### config.mk
export PLATFORM = sky130hd
export DESIGN_NAME = dns_query_fixed_answer_responder
export DESIGN_NICKNAME = d
export VERILOG_FILES = /design/src/hdl/dqr_pkg.sv /design/src/hdl/dns_query_fixed_answer_responder.sv /design/src/hdl/dqr_parse.sv /design/src/hdl/dqr_emit.sv
export SDC_FILE = /design/constraint.sdc
export NUM_CORES = 1
export LEC_CHECK = 0
export BUFFER_PORTS_ARGS = -buffer_cell sky130_fd_sc_hd__buf_2
export CORE_MARGIN = 2
export CORE_UTILIZATION = 46
export CTS_BUF_LIST = sky130_fd_sc_hd__clkbuf_8
export CTS_CLUSTER_DIAMETER = 40
export CTS_CLUSTER_SIZE = 40
export DETAILED_ROUTE_END_ITERATION = 12
export GPL_ROUTABILITY_DRIVEN = 0
export GPL_TIMING_DRIVEN = 0
export PLACE_DENSITY_LB_ADDON = 0.12
export SYNTH_ARGS = -nofsm -noshare
export SYNTH_HDL_FRONTEND = slang
export SYNTH_HIERARCHICAL = 1
export SYNTH_SLANG_ARGS = --single-unit
export TNS_END_PERCENT = 1
### constraint.sdc
create_clock -name clock -period 4.6 [get_ports clock]
set_clock_uncertainty 0.2 [all_clocks]
set_input_delay 0 -clock clock [delete_from_list [all_inputs] [get_ports clock]]
set_output_delay 0 -clock clock [all_outputs]
set_load 0.01 [all_outputs]
### src/hdl/dqr_pkg.sv
// ---------------------------------------------------------------------------
// dqr_pkg
// shared types and constants of the captive-portal dns responder
// ---------------------------------------------------------------------------
package dqr_pkg;

   localparam int POS_W = 10;
   localparam int LBL_W = POS_W + 1;
   localparam logic [POS_W-1:0] POS_CAP = '1;
   localparam logic [POS_W-1:0] HDR_LEN = 10'd12;
   localparam logic [POS_W-1:0] LABEL_START = 10'd12;

   // header byte offsets
   localparam logic [3:0] OFS_FLAGS_HI = 4'd2;
   localparam logic [3:0] OFS_FLAGS_LO = 4'd3;
   localparam logic [3:0] OFS_QDCOUNT_HI = 4'd4;
   localparam logic [3:0] OFS_QDCOUNT_LO = 4'd5;
   localparam logic [3:0] OFS_ANCOUNT_HI = 4'd6;
   localparam logic [3:0] OFS_ANCOUNT_LO = 4'd7;
   localparam logic [3:0] OFS_NSCOUNT_HI = 4'd8;
   localparam logic [3:0] OFS_NSCOUNT_LO = 4'd9;
   localparam logic [3:0] OFS_ARCOUNT_HI = 4'd10;
   localparam logic [3:0] OFS_ARCOUNT_LO = 4'd11;

   localparam logic [7:0] FLAGS_HI_OUT = 8'h81;
   localparam logic [7:0] FLAGS_LO_OUT = 8'h80;
   localparam logic [7:0] QR_MASK = 8'h80;

   // type and class after the name end
   localparam logic [LBL_W-1:0] TYPE_CLASS_END = 11'd5;

   // answer record
   localparam int TAIL_LEN = 16;
   localparam int HEAD_LEN = 12;
   localparam int IDX_W = $clog2(TAIL_LEN + 1);
   localparam logic [IDX_W-1:0] LAST_IDX = IDX_W'(TAIL_LEN);
   localparam logic [7:0] ANSWER_HEAD [HEAD_LEN] = '{
      8'hC0, 8'h0C, 8'h00, 8'h01, 8'h00, 8'h01,
      8'h00, 8'h00, 8'h00, 8'h0A, 8'h00, 8'h04
   };

   typedef struct packed {
      logic       keep;
      logic       eof;
      logic       ok;
      logic [7:0] data;
   } entry_type;

endpackage

### src/hdl/dns_query_fixed_answer_responder.sv
// ---------------------------------------------------------------------------
// dns_query_fixed_answer_responder
// answers every dns query with one fixed ipv4 a record
// ---------------------------------------------------------------------------
// usage:
//   req_ carries the query one byte per transaction, req_end_of_frame on the
//   final byte. rsp_ streams the reply: rewritten header, question, and on
//   frame end a 16-byte answer record whose final byte has rsp_reply_last
//   set and rsp_frame_ok giving the verdict (0 means drop the whole reply).
//   csr_ writes the answered address; write it only between frames.
// latency and throughput:
//   a byte shows on rsp_ in the cycle after its transaction. one byte per
//   cycle is taken while rsp_ready stays high. the final byte of a frame
//   holds the result register while the answer record drains (its own
//   byte first, if it is kept); req_ready stays low until the last record
//   byte is taken.
// reset:
//   synchronous, clears the result register's valid flag and index, the
//   frame state and the address register.
// stall:
//   with rsp_ready low a pending result holds and req_ready stays low until
//   it is taken; no byte is lost or repeated.
// ---------------------------------------------------------------------------
module dns_query_fixed_answer_responder #(
   parameter int MAX_MESSAGE = 512
) (
   input  logic        clock,
   input  logic        reset,
   input  logic        req_valid,
   output logic        req_ready,
   input  logic [7:0]  req_data_byte,
   input  logic        req_end_of_frame,
   output logic        rsp_valid,
   input  logic        rsp_ready,
   output logic [7:0]  rsp_reply_byte,
   output logic        rsp_reply_last,
   output logic        rsp_frame_ok,
   input  logic        csr_valid,
   output logic        csr_ready,
   input  logic [31:0] csr_answer_address
);
   import dqr_pkg::*;

   logic [31:0] answer_address_ff;
   logic        in_accept;
   logic        load;
   logic        take;
   entry_type   entry;

   assign csr_ready = 1'b1;

   always_ff @(posedge clock) begin
      if (reset) begin
         answer_address_ff <= '0;
      end else if (csr_valid && csr_ready) begin
         answer_address_ff <= csr_answer_address;
      end
   end

   assign req_ready = take;
   assign in_accept = req_valid && req_ready;

   dqr_parse #(
      .MAX_MESSAGE(MAX_MESSAGE)
   ) u_parse (
      .clock(clock),
      .reset(reset),
      .in_accept(in_accept),
      .data_byte(req_data_byte),
      .end_of_frame(req_end_of_frame),
      .load(load),
      .entry(entry)
   );

   dqr_emit u_emit (
      .clock(clock),
      .reset(reset),
      .load(load),
      .entry(entry),
      .answer_address(answer_address_ff),
      .take(take),
      .rsp_valid(rsp_valid),
      .rsp_ready(rsp_ready),
      .rsp_reply_byte(rsp_reply_byte),
      .rsp_reply_last(rsp_reply_last),
      .rsp_frame_ok(rsp_frame_ok)
   );

endmodule

### src/hdl/dqr_parse.sv
// ---------------------------------------------------------------------------
// dqr_parse
// per-byte header rewrite, question name walk and frame verdict
// ---------------------------------------------------------------------------
module dqr_parse #(
   parameter int MAX_MESSAGE = 512
) (
   input  logic              clock,
   input  logic              reset,
   input  logic              in_accept,
   input  logic [7:0]        data_byte,
   input  logic              end_of_frame,
   output logic              load,
   output dqr_pkg::entry_type entry
);
   import dqr_pkg::*;

   localparam logic [POS_W-1:0] MAX_POS = POS_W'(MAX_MESSAGE);
   localparam logic [LBL_W-1:0] MAX_SUM = LBL_W'(MAX_MESSAGE);
   localparam logic [LBL_W-1:0] TAIL_SUM = LBL_W'(TAIL_LEN);

   logic [POS_W-1:0] byte_position_ff, byte_position_in;
   logic [POS_W-1:0] next_label_start_ff, next_label_start_in;
   logic             name_finished_ff, name_finished_in;
   logic             pointer_second_byte_ff, pointer_second_byte_in;
   logic [POS_W-1:0] q_stop_pos_ff, q_stop_pos_in;
   logic             query_rejected_ff, query_rejected_in;

   logic [POS_W-1:0] pos;
   logic [7:0]       ob;
   logic             keep;
   logic             end_name;
   logic [LBL_W-1:0] qe_sum;
   logic [LBL_W-1:0] label_sum;
   logic             ok;

   always_comb begin
      pos = byte_position_ff;
      ob = data_byte;
      keep = 1'b0;
      end_name = 1'b0;
      byte_position_in = byte_position_ff;
      next_label_start_in = next_label_start_ff;
      name_finished_in = name_finished_ff;
      pointer_second_byte_in = pointer_second_byte_ff;
      q_stop_pos_in = q_stop_pos_ff;
      query_rejected_in = query_rejected_ff;
      qe_sum = {1'b0, pos} + TYPE_CLASS_END;
      label_sum = {1'b0, pos} + {3'b000, data_byte} + LBL_W'(1);
      if (pos < MAX_POS) begin
         keep = 1'b1;
         if (pos < HDR_LEN) begin
            case (pos[3:0])
               OFS_FLAGS_HI: begin
                  if ((data_byte & QR_MASK) != 8'h00) query_rejected_in = 1'b1;
                  ob = FLAGS_HI_OUT;
               end
               OFS_FLAGS_LO: ob = FLAGS_LO_OUT;
               OFS_QDCOUNT_HI: if (data_byte != 8'h00) query_rejected_in = 1'b1;
               OFS_QDCOUNT_LO: if (data_byte != 8'h01) query_rejected_in = 1'b1;
               OFS_ANCOUNT_HI: ob = 8'h00;
               OFS_ANCOUNT_LO: ob = 8'h01;
               OFS_NSCOUNT_HI, OFS_NSCOUNT_LO,
               OFS_ARCOUNT_HI, OFS_ARCOUNT_LO: ob = 8'h00;
               default: ;
            endcase
         end else if (!name_finished_ff) begin
            if (pointer_second_byte_ff) begin
               end_name = 1'b1;
            end else if (pos == next_label_start_ff) begin
               if (data_byte == 8'h00) begin
                  end_name = 1'b1;
               end else if (data_byte[7:6] == 2'b11) begin
                  pointer_second_byte_in = 1'b1;
               end else begin
                  next_label_start_in = (label_sum > {1'b0, POS_CAP}) ?
                                        POS_CAP : label_sum[POS_W-1:0];
               end
            end
         end else if (pos >= q_stop_pos_ff) begin
            keep = 1'b0;
         end
         byte_position_in = pos + POS_W'(1);
      end
      if (end_name) begin
         name_finished_in = 1'b1;
         pointer_second_byte_in = 1'b0;
         if (qe_sum + TAIL_SUM > MAX_SUM) query_rejected_in = 1'b1;
         q_stop_pos_in = (qe_sum > {1'b0, POS_CAP}) ?
                         POS_CAP : qe_sum[POS_W-1:0];
      end
      ok = !query_rejected_in && (byte_position_in >= HDR_LEN) && name_finished_in &&
           (q_stop_pos_in <= byte_position_in);
   end

   always_ff @(posedge clock) begin
      if (reset || (in_accept && end_of_frame)) begin
         byte_position_ff <= '0;
         next_label_start_ff <= LABEL_START;
         name_finished_ff <= 1'b0;
         pointer_second_byte_ff <= 1'b0;
         q_stop_pos_ff <= '0;
         query_rejected_ff <= 1'b0;
      end else if (in_accept) begin
         byte_position_ff <= byte_position_in;
         next_label_start_ff <= next_label_start_in;
         name_finished_ff <= name_finished_in;
         pointer_second_byte_ff <= pointer_second_byte_in;
         q_stop_pos_ff <= q_stop_pos_in;
         query_rejected_ff <= query_rejected_in;
      end
   end

   assign load = in_accept && (keep || end_of_frame);
   assign entry.keep = keep;
   assign entry.eof = end_of_frame;
   assign entry.ok = ok;
   assign entry.data = ob;

endmodule

### src/hdl/dqr_emit.sv
// ---------------------------------------------------------------------------
// dqr_emit
// result register: one rewritten byte, then the answer record on frame end
// ---------------------------------------------------------------------------
module dqr_emit (
   input  logic               clock,
   input  logic               reset,
   input  logic               load,
   input  dqr_pkg::entry_type entry,
   input  logic [31:0]        answer_address,
   output logic               take,
   output logic               rsp_valid,
   input  logic               rsp_ready,
   output logic [7:0]         rsp_reply_byte,
   output logic               rsp_reply_last,
   output logic               rsp_frame_ok
);
   import dqr_pkg::*;

   entry_type        entry_ff, entry_in;
   logic             valid_ff, valid_in;
   logic [IDX_W-1:0] idx_ff, idx_in;
   logic             done;
   logic [3:0]       tail_sel;
   logic [7:0]       addr_byte;

   assign done = valid_ff && rsp_ready &&
                 ((idx_ff == LAST_IDX) || ((idx_ff == '0) && !entry_ff.eof));
   assign take = !valid_ff || done;

   always_comb begin
      entry_in = entry_ff;
      valid_in = valid_ff;
      idx_in = idx_ff;
      if (load) begin
         entry_in = entry;
         valid_in = 1'b1;
         idx_in = entry.keep ? '0 : IDX_W'(1);
      end else if (done) begin
         valid_in = 1'b0;
      end else if (valid_ff && rsp_ready) begin
         idx_in = idx_ff + IDX_W'(1);
      end
   end

   always_ff @(posedge clock) begin
      if (reset) begin
         valid_ff <= 1'b0;
         idx_ff <= '0;
      end else begin
         valid_ff <= valid_in;
         idx_ff <= idx_in;
      end
      entry_ff <= entry_in;
   end

   assign tail_sel = 4'(idx_ff - IDX_W'(1));

   always_comb begin
      case (tail_sel[1:0])
         2'd0: addr_byte = answer_address[31:24];
         2'd1: addr_byte = answer_address[23:16];
         2'd2: addr_byte = answer_address[15:8];
         default: addr_byte = answer_address[7:0];
      endcase
   end

   assign rsp_valid = valid_ff;
   assign rsp_reply_byte = (idx_ff == '0) ? entry_ff.data :
                           (tail_sel < 4'(HEAD_LEN)) ? ANSWER_HEAD[tail_sel] : addr_byte;
   assign rsp_reply_last = (idx_ff == LAST_IDX);
   assign rsp_frame_ok = (idx_ff == LAST_IDX) && entry_ff.ok;

   a_tail_needs_eof: assert property (@(posedge clock) disable iff (reset)
      (valid_ff && idx_ff != '0) |-> entry_ff.eof)
      else $error("answer record emitted without frame end");

   a_tail_advances: assert property (@(posedge clock) disable iff (reset)
      (valid_ff && rsp_ready && idx_ff != '0 && idx_ff != LAST_IDX) |=>
      (valid_ff && idx_ff == $past(idx_ff) + IDX_W'(1)))
      else $error("answer record did not advance");

   a_no_load_when_busy: assert property (@(posedge clock) disable iff (reset)
      load |-> take)
      else $error("transaction loaded over a pending result");

endmodule

**Word level (Yosys, flattened, before mapping)**

Memory sizes are Yosys's and may differ from the RTL's.
Index checks and enable logic that the tools add are counted.
Widths: inputs -> output; s select.

- Word-level logic and storage cells: 128
- Output and inout port bits: 13
- ROM bits: 128
- Register bits after elaboration: 81
- Memories: 1

- Add/sub/neg operators: 7
- Equal/unequal tests: 19
- Muxes and demuxes: 45
- Bitwise gates (word level): 6
- Magnitude comparators: 10
- Reductions and logical operators: 28

Memory list:

| memory | words | bits a word | read ports | clocked after memory_dff | wr ports | RTL line | RTL |
|---|---|---|---|---|---|---|---|
| (name not given) | 16 | 8 | 1 | 0 | 0 | dqr_emit.sv:70 | `(tail_sel < 4'(HEAD_LEN)) ? ANSWER_HEAD[tail_sel] : addr_byte;` |

Operators by type and width:

| operator | count |
|---|---|
| $mux 8 | 6 |
| $mux 10 | 4 |
| $gt 11x10->1 const B | 3 |
| $pmux 8 s4 | 1 |
| $mux 1 | 29 |
| $pmux 8 s3 | 1 |
| $eq 4x3->1 const B | 4 |
| $eq 4x4->1 const B | 4 |
| $mux 5 | 3 |
| $add 10x3->11 const B | 1 |
| $add 10x8->11 | 1 |
| $add 11x1->11 const B | 1 |
| $add 11x5->11 const B | 1 |
| $add 10x1->10 const B | 1 |
| $eq 10x10->1 | 1 |
| $ge 10x10->1 | 1 |
| $ge 10x4->1 const B | 1 |
| $le 10x10->1 | 1 |
| $logic_and 1x1->1 | 10 |
| $lt 10x10->1 const B | 1 |
| $lt 10x4->1 const B | 1 |
| $eq 4x2->1 const B | 2 |
| $logic_not 8->1 | 1 |
| $ne 8x1->1 const B | 1 |
| other kinds (22) | 35 |

**Logic depth before layout (Yosys ltp)**

Gate-level depths: netlist of the first run.

- Depth in word-level cells: 12
- Mapped depth: 16

**Cells and area by module**

The synthesis of the first run kept the hierarchy.

By module, submodules not included:

| module | instances | area an instance (µm²) | cells an instance |
|---|---|---|---|
| dqr_parse | 1 | 3153.0 | 406 |
| dns_query_fixed_answer_responder | 1 | 1181.1 | 106 |
| dqr_emit | 1 | 1109.8 | 114 |

**Least setup slack after synthesis of the first run**

Ideal clock, no wire load.

- Path type: reg-to-reg
- Start: register u_parse.byte_position_ff[2]
- End: register u_emit/entry_ff[8] in the netlist's numbering, data pin
- Slack: 1.179 ns
- Data arrival time: 3.094 ns
- Path buffers: 3
- Cell stages (with the launch flop): 16
- Required time: 4.274 ns
- Clock period less this slack: 3.421 ns
- Cells stage by stage: dfxtp_1 buf_6 xor2_1 nor4_4 a41oi_2 nor4_4 buf_2 o21ai_0 ha_1 a21o_1 a21oi_1 o221ai_1 a221oi_1 a21oi_1 nor4_1 buf_4

RTL lines:

| what | RTL line | RTL |
|---|---|---|
| from (decl) | dqr_parse.sv:22 | `logic [POS_W-1:0] byte_position_ff, byte_position_in;` |
| from (signal assigned) | dqr_parse.sv:105 | `byte_position_ff <= byte_position_in;` |
| branches (longest 6 deep; another with $add 10x3->11) | n/a |  |
| $mux 10 (*) | dqr_parse.sv:85 | `if (end_name) begin` |
| named net u_parse.q_stop_pos_in[3] | dqr_parse.sv:26 | `logic [POS_W-1:0] q_stop_pos_ff, q_stop_pos_in;` |
| $le 10x10->1 (*) | dqr_parse.sv:93 | `(q_stop_pos_in <= byte_position_in);` |
| $logic_and 1x1->1 (*) | dqr_parse.sv:92 | `ok = !query_rejected_in && (byte_position_in >= HDR_LEN) && name_finished_in &&` |
| named net u_parse.ok | dqr_parse.sv:35 | `logic ok;` |
| to (signal assigned) | dqr_emit.sv:54 | `entry_ff <= entry_in;` |
| to (decl) | dqr_emit.sv:20 | `entry_type entry_ff, entry_in;` |

Mark *: on every way through the listed nets, which the timed path passes.
A chain may end at the register's enable or synchronous reset.

**Final worst setup path of the first run**

- Start: register u_parse.byte_position_ff[5]
- End: register u_emit/entry_ff[8] in the netlist's numbering, data pin

The elaborated chain is that of the path after synthesis.

==> results.sh, run 1 <==
export IMPL_finalCritPeriodShare_pct=92.5
export IMPL_ys_seq_area_share_pct=31.6
export IMPL_r2r_start="u_parse/byte_position_ff[5]"
export IMPL_worstHoldPathType="in2reg"
export IMPL_cts_buffer_depth=2
export IMPL_drc=0
export IMPL_r2r_cells=15
export IMPL_dieArea_um2=12700
export IMPL_worstMarginPinSlew_ns=0.826
export IMPL_synth_top_family_by_area="simple AND/OR/NAND/NOR gates"
export IMPL_synth_cell_types=67
export IMPL_io_buffers=56
export IMPL_dp_hpwl_um=10900
export IMPL_setup_tns_ns=0
export IMPL_drt_pass1_iter_count=5
export IMPL_power_density_nw_per_um2=234
export IMPL_critPathMaxFanout=10
export IMPL_clock_fmax_mhz=235
export IMPL_status="finished clean"
export IMPL_ys_top_cells_by_area="dfxtp_1 26%, ha_1 9.0%, mux2i_1 8.6%, edfxtp_1 5.5%, nor2_1 5.2%"
export IMPL_ff2ff_setup_slack_ns=0.35
export IMPL_synth_edf_count=10
export IMPL_cts_buffers=9
export IMPL_die_x_um=113
export IMPL_cts_setup_buffers=0
export IMPL_fin_util_pct=60.0
export IMPL_area_growth_pct=26.4
export IMPL_syn_nets=712
export IMPL_drtAntennaViolNets=0
export IMPL_mostFrequentLayoutCells="78 x dlygate4sd3_1, 76 x nor2_1, 71 x dfxtp_1"
export IMPL_p_leak_nw=2.83
export IMPL_antenna_found_initial=0
export IMPL_setup_slack_ns=0.345
export IMPL_ys_flop_type="dfxtp_1"
export IMPL_relSlewSlack_pct=44.9
export IMPL_setup_viol=0
export IMPL_drt_iter0_markers=346
export IMPL_syn_area_um2=5440
export IMPL_hold_path_depth=5
export IMPL_synth_simple_area_share_pct=21.1
export IMPL_drt_vias_per_instance=5.58
export IMPL_grt_pass1_vias=5000
export IMPL_grtUsageTotal_pct=25.3
export IMPL_netlist_instances=626
export IMPL_arrival_ns=4.31
export IMPL_crit_required_ns=4.66
export IMPL_r2r_end="u_emit/entry_ff[8]"
export IMPL_min_delay_start="req_valid"
export IMPL_avgSynthCellArea_um2=8.70
export IMPL_rsz0062_at_grt="false"
export IMPL_grt_max_degree=18
export IMPL_clk_pin_slew_ns=0.09
export IMPL_synth_top_area_cell="dfxtp_1"
export IMPL_dp_slack_ns=0.461
export IMPL_wirelength_um=15700
export IMPL_ir_worst_vdd_mv=0.205
export IMPL_rows=39
export IMPL_drv_cap=0
export IMPL_dieHeight_um=113
export IMPL_final_common_cell="dlygate4sd3_1"
export IMPL_ios=59
export IMPL_crit_type="reg2reg"
export IMPL_synth_xor_area_share_pct=7.24
export IMPL_ys_async_sr_fraction_pct=0
export IMPL_synth_fa_ha_area_share_pct=9.33
export IMPL_core_area_um2=11500
export IMPL_synthMuxAreaShare_pct=8.85
export IMPL_cts_tree="built"
export IMPL_netlist_area_leader_share_pct=26.1
export IMPL_cts_sinks=81
export IMPL_ctsResizeCount=0
export IMPL_final_nets=857
export IMPL_crit_path_start_kind="register"
export IMPL_drive_above_1_share_pct=14.3
export IMPL_period_minus_slack_ns=4.25
export IMPL_start_util_pct=47.5
export IMPL_cts_root_buf="clkbuf_8"
export IMPL_antenna_diode_count=0
export IMPL_route_vias_total=5131
export IMPL_grt_pass1_wl_um=25500
export IMPL_drv_slew=0
export IMPL_hold_end="u_parse/byte_position_ff[0]"
export IMPL_ys_ff_latch=81
export IMPL_synth_compound_area_share_pct=14.8
export IMPL_grt_overflow=0
export IMPL_clock_latency_ns=0.38
export IMPL_yosysWarnings=6
export IMPL_end_kind="register"
export IMPL_htree_levels=3
export IMPL_routedWlPerCell_um=17.0
export IMPL_final_hold_viol_count=0
==> critical path, stage by stage (launching register included) <==
cell and delay (ns):
dfxtp_1 0.44, clkbuf_1 0.31, xor2_1 0.16, nor4_4 0.18
a41oi_2 0.30, nor4_4 0.31, buf_2 0.27, o21ai_0 0.12
ha_1 0.32, a21o_1 0.16, a21oi_1 0.15, o221ai_1 0.15
a221oi_1 0.37, a21oi_1 0.12, nor4_1 0.39, buf_4 0.17
==> cells in the mapped netlist, drive strengths merged (6+ instances only) <==
cell / number
a21o: 9
nor2: 77
and2: 11
and3: 6
xnor2: 16
edfxtp: 10
nand4: 7
ha: 39
a21oi: 27
nand3: 16
clkbuf: 18
a222oi: 8
dfxtp: 71
xor2: 29
o31ai: 7
nand2b: 7
inv: 26
nor3: 21
buf: 25
nor4: 11
o21ai: 30
mux2i: 47
nand2: 49
==> flip-flops by register name, summed over array words and instances (netlist names), 5 cells and up <==
| name | flops |
|---|---|
| u_parse/next_label_start_ff | 10 |
| u_emit/entry_ff | 10 |
| u_parse/q_stop_pos_ff | 10 |
| u_parse/byte_position_ff | 10 |
| u_emit/idx_ff | 5 |
| answer_address_ff | 32 |
==> cells by family (layout without fill, tap and decap cells) <==
family,count (synthesis),in the layout
buffers and inverters,69,219
DFF,81,81
adders and majority gates,40,40
muxes,48,48
xor gates and xnor gates,45,45
other,1,1
AOI/OAI and AO/OA,117,117
and+or+nand+nor,225,225
==> per-stage QoR <==
stage / std cells / hold slack (ns) / power, mW / cell area [µm²]
final: 919 / 0.194 / 1.61 / 6880
after global routing: 919 / 0.226 / 1.69 / 6880
after CTS: 919 / 0.160 / 1.62 / 6880
after detailed placement: 825 / 0.0424 / 1.02 / 5900
after global placement: 825 / 0.0314 / 1.02 / 5900
after floorplan: 626 / -0.128 / 0.936 / 5440
==> power by group <==
part,leakage (nW),switching [mW],total [mW],internal [mW]
sequential,0.677,0.0202,0.765,0.745
clock,0.101,0.285,0.536,0.251
combinational,2.05,0.155,0.312,0.157
==> cell type report <==
cell class | instances | area (µm²)
Tap cell | 143 | 179
Sequential cell | 81 | 1720
Fill cell | 1008 | 4590
Multi-Input combinational cell | 476 | 3340
Timing Repair Buffer | 134 | 1060
Clock buffer | 9 | 124
Inverter | 26 | 97.6
Clock inverter | 7 | 70.1
Buffer | 43 | 285
==> layer usage <==
layer	GRT usage [%]	vias up	part of all wire [%]
li1	-	2519	-
met1	31.5	2411	44
met2	44.0	167	48
met3	5.14	34	5.4
met4	8.29	0	2.8
met5	0	-	0
==> timing repair <==
action,in CTS,in global routing
endpoints found under the hold margin,50,0
hold buffers,78,0
setup endpoints to repair,0,0
==> worst max-delay path by stage <==
stage | slack (ns) | depth (start not counted) | startpoint | end
finish | 0.35 | 15 | u_parse/byte_position_ff[5] | u_emit/entry_ff[8]
global route | 0.22 | 15 | u_parse/byte_position_ff[5] | u_emit/entry_ff[8]
CTS | 0.31 | 12 | u_parse/byte_position_ff[0] | u_emit/rsp_valid
detailed placement | 0.46 | 15 | u_parse/byte_position_ff[5] | u_emit/entry_ff[8]
global placement | 0.49 | 15 | u_parse/byte_position_ff[5] | u_emit/entry_ff[8]
floorplan | 1.18 | 15 | u_parse/byte_position_ff[2] | u_emit/entry_ff[8]
Power figures use the tool's default switching activity.
==> run 2, diff against run 1 <==
Settings changed: CORE_ASPECT_RATIO set to 0.9.
==> results.sh, run 2 (synthesis results as in run 1) <==
export IMPL_status="finished clean"
export IMPL_pwr_share_clk_pct=32.8
export IMPL_drtAntennaViolNets=0
export IMPL_relSlewSlack_pct=43.9
export IMPL_cts_root_buf="clkbuf_8"
export IMPL_end_kind="register"
export IMPL_endpoint="u_emit/entry_ff[8]"
export IMPL_arrival_ns=4.22
export IMPL_fin_total_pwr_mw=1.60
export IMPL_r2r_end="u_emit/entry_ff[8]"
export IMPL_crit_required_ns=4.64
export IMPL_io_buffers=56
export IMPL_ios=59
export IMPL_clk_pin_slew_ns=0.09
export IMPL_critPathMaxStageDelay_ns=0.40
export IMPL_r2r_cells=15
export IMPL_cts_sinks=81
export IMPL_dp_hpwl_um=11100
export IMPL_crit_type="reg2reg"
export IMPL_ir_worst_vdd_mv=0.148
export IMPL_switching_power_mw=0.451
export IMPL_grtUsageTotal_pct=24.9
export IMPL_final_hold_viol_count=0
export IMPL_ff2ff_setup_slack_ns=0.42
export IMPL_antenna_diode_count=0
export IMPL_cpMaxStageDelayCell="nor4_1"
export IMPL_drt_pass1_iter_count=7
export IMPL_crit_cells=15
export IMPL_hold_path_depth=5
export IMPL_ctsResizeCount=0
export IMPL_intPower_mw=1.15
export IMPL_finalCritPeriodShare_pct=90.9
export IMPL_cts_buffers=9
export IMPL_drive_above_1_share_pct=14.3
export IMPL_grt_pass1_wl_um=25100
export IMPL_drc=0
export IMPL_rsz0062_at_grt="false"
export IMPL_clock_latency_ns=0.36
export IMPL_cp_top_family="compound AO/OA/AOI/OAI gates"
export IMPL_period_minus_slack_ns=4.18
export IMPL_largest_reg_flops=32
export IMPL_path_buf_inv=3
export IMPL_route_vias_total=5140
export IMPL_fillCellCount=1062
export IMPL_grt_max_degree=18
export IMPL_cp_startpoint="u_parse/byte_position_ff[3]"
export IMPL_power_density_nw_per_um2=232
export IMPL_top_register="answer_address_ff"
export IMPL_r2r_start="u_parse/byte_position_ff[3]"
export IMPL_antenna_found_initial=0
export IMPL_setup_slack_ns=0.419
export IMPL_p_leak_nw=2.83
export IMPL_worstHoldPathType="in2reg"
export IMPL_cts_buffer_depth=2
export IMPL_drt_vias_per_instance=5.52
export IMPL_crit_chain="buf_2 > xor2_1 > nor4_4 > a41oi_2 > nor4_4 > buf_2 > o21ai_0 > ha_1 > a21o_1 > a21oi_1 > o221ai_1 > a221oi_1 > a21oi_1 > nor4_1 > buf_4"
export IMPL_die_x_um=119
export IMPL_htree_levels=3
export IMPL_cts_tree="built"
export IMPL_drv_slew=0
export IMPL_p_sw_share_pct=28.2
export IMPL_area_growth_pct=26.7
export IMPL_crit_path_start_kind="register"
export IMPL_final_nets=857
export IMPL_start_util_pct=47.4
export IMPL_clock_fmax_mhz=239
export IMPL_core_area_um2=11500
export IMPL_p_seq_share_pct=47.7
export IMPL_grt_pass1_vias=4945
export IMPL_drt_iter0_markers=385
export IMPL_mostFrequentLayoutCells="78 x dlygate4sd3_1, 76 x nor2_1, 71 x dfxtp_1"
export IMPL_grt_overflow=0
export IMPL_routedWlPerCell_um=16.9
export IMPL_drv_cap=0
export IMPL_regArea_um2=1720
export IMPL_dp_slack_ns=0.520
export IMPL_dieArea_um2=12700
export IMPL_p_comb_share_pct=19.5
export IMPL_worstMarginPinSlew_ns=0.841
export IMPL_critPathMaxFanout=10
export IMPL_wirelength_um=15700
export IMPL_setup_viol=0
export IMPL_rows=37
export IMPL_final_common_cell="dlygate4sd3_1"
export IMPL_setup_tns_ns=0
export IMPL_fin_util_pct=60.1
export IMPL_dieHeight_um=107
export IMPL_multiInputGateArea_um2=3340
run 2: what timing repair did:
| action | CTS | global route |
|---|---|---|
| hold buffers | 78 | 0 |
| setup buffers | 0 | 0 |
| hold endpoints to repair | 51 | 0 |
run 2: power groups by stage:
stage	Clock, mW	Combinational, mW	Sequential [mW]
3_5_place_dp	0	0.241	0.781
6_report	0.525	0.313	0.765
4_1_cts	0.536	0.305	0.764
5_1_grt	0.562	0.340	0.768
3_3_place_gp	0	0.237	0.780
2_1_floorplan	0	0.162	0.774
run 2: worst min-delay path: stages:
cell     delay, ns
buf_2         0.09
and2_1        0.19
nor2b_1       0.23
xnor2_1       0.17
nor2_1        0.04
run 2: how the worst min path moves through the flow:
| stage | start | end | slack, ns |
|---|---|---|---|
| final | req_valid | u_parse/byte_position_ff[0] | 0.20 |
| after global routing | req_valid | u_parse/byte_position_ff[0] | 0.21 |
| after CTS | req_valid | u_parse/byte_position_ff[0] | 0.15 |
| after detailed placement | csr_answer_address[7] | answer_address_ff[7] | 0.04 |
| after global placement | csr_answer_address[2] | answer_address_ff[2] | 0.03 |
| after floorplan | reset | answer_address_ff[29] | -0.13 |
run 2: layout make-up:
cell class	instances	area share, %
Clock buffer	9	1.80
Tap cell	156	2.83
Buffer	43	4.14
Sequential cell	81	25.0
Clock inverter	7	0.998
Timing Repair Buffer	134	15.4
Multi-Input combinational cell	476	48.5
Inverter	26	1.42
run 2: stage by stage:
| step | area, µm² | instances | hold WS [ns] |
|---|---|---|---|
| 6_report | 6900 | 932 | 0.200 |
| 5_1_grt | 6900 | 932 | 0.213 |
| 4_1_cts | 6890 | 932 | 0.153 |
| 3_5_place_dp | 5920 | 838 | 0.0429 |
| 3_3_place_gp | 5920 | 838 | 0.0326 |
| 2_1_floorplan | 5440 | 626 | -0.128 |
run 2: layer usage:
| metal | vias to the layer above | GRT usage (%) | wire [µm] |
|---|---|---|---|
| met3 | 12 | 3.83 | 920 |
| met1 | 2449 | 34.8 | 7500 |
| li1 | 2499 | - | - |
| met5 | - | 0 | 0 |
| met2 | 180 | 40.6 | 7190 |
| met4 | 0 | 5.87 | 136 |
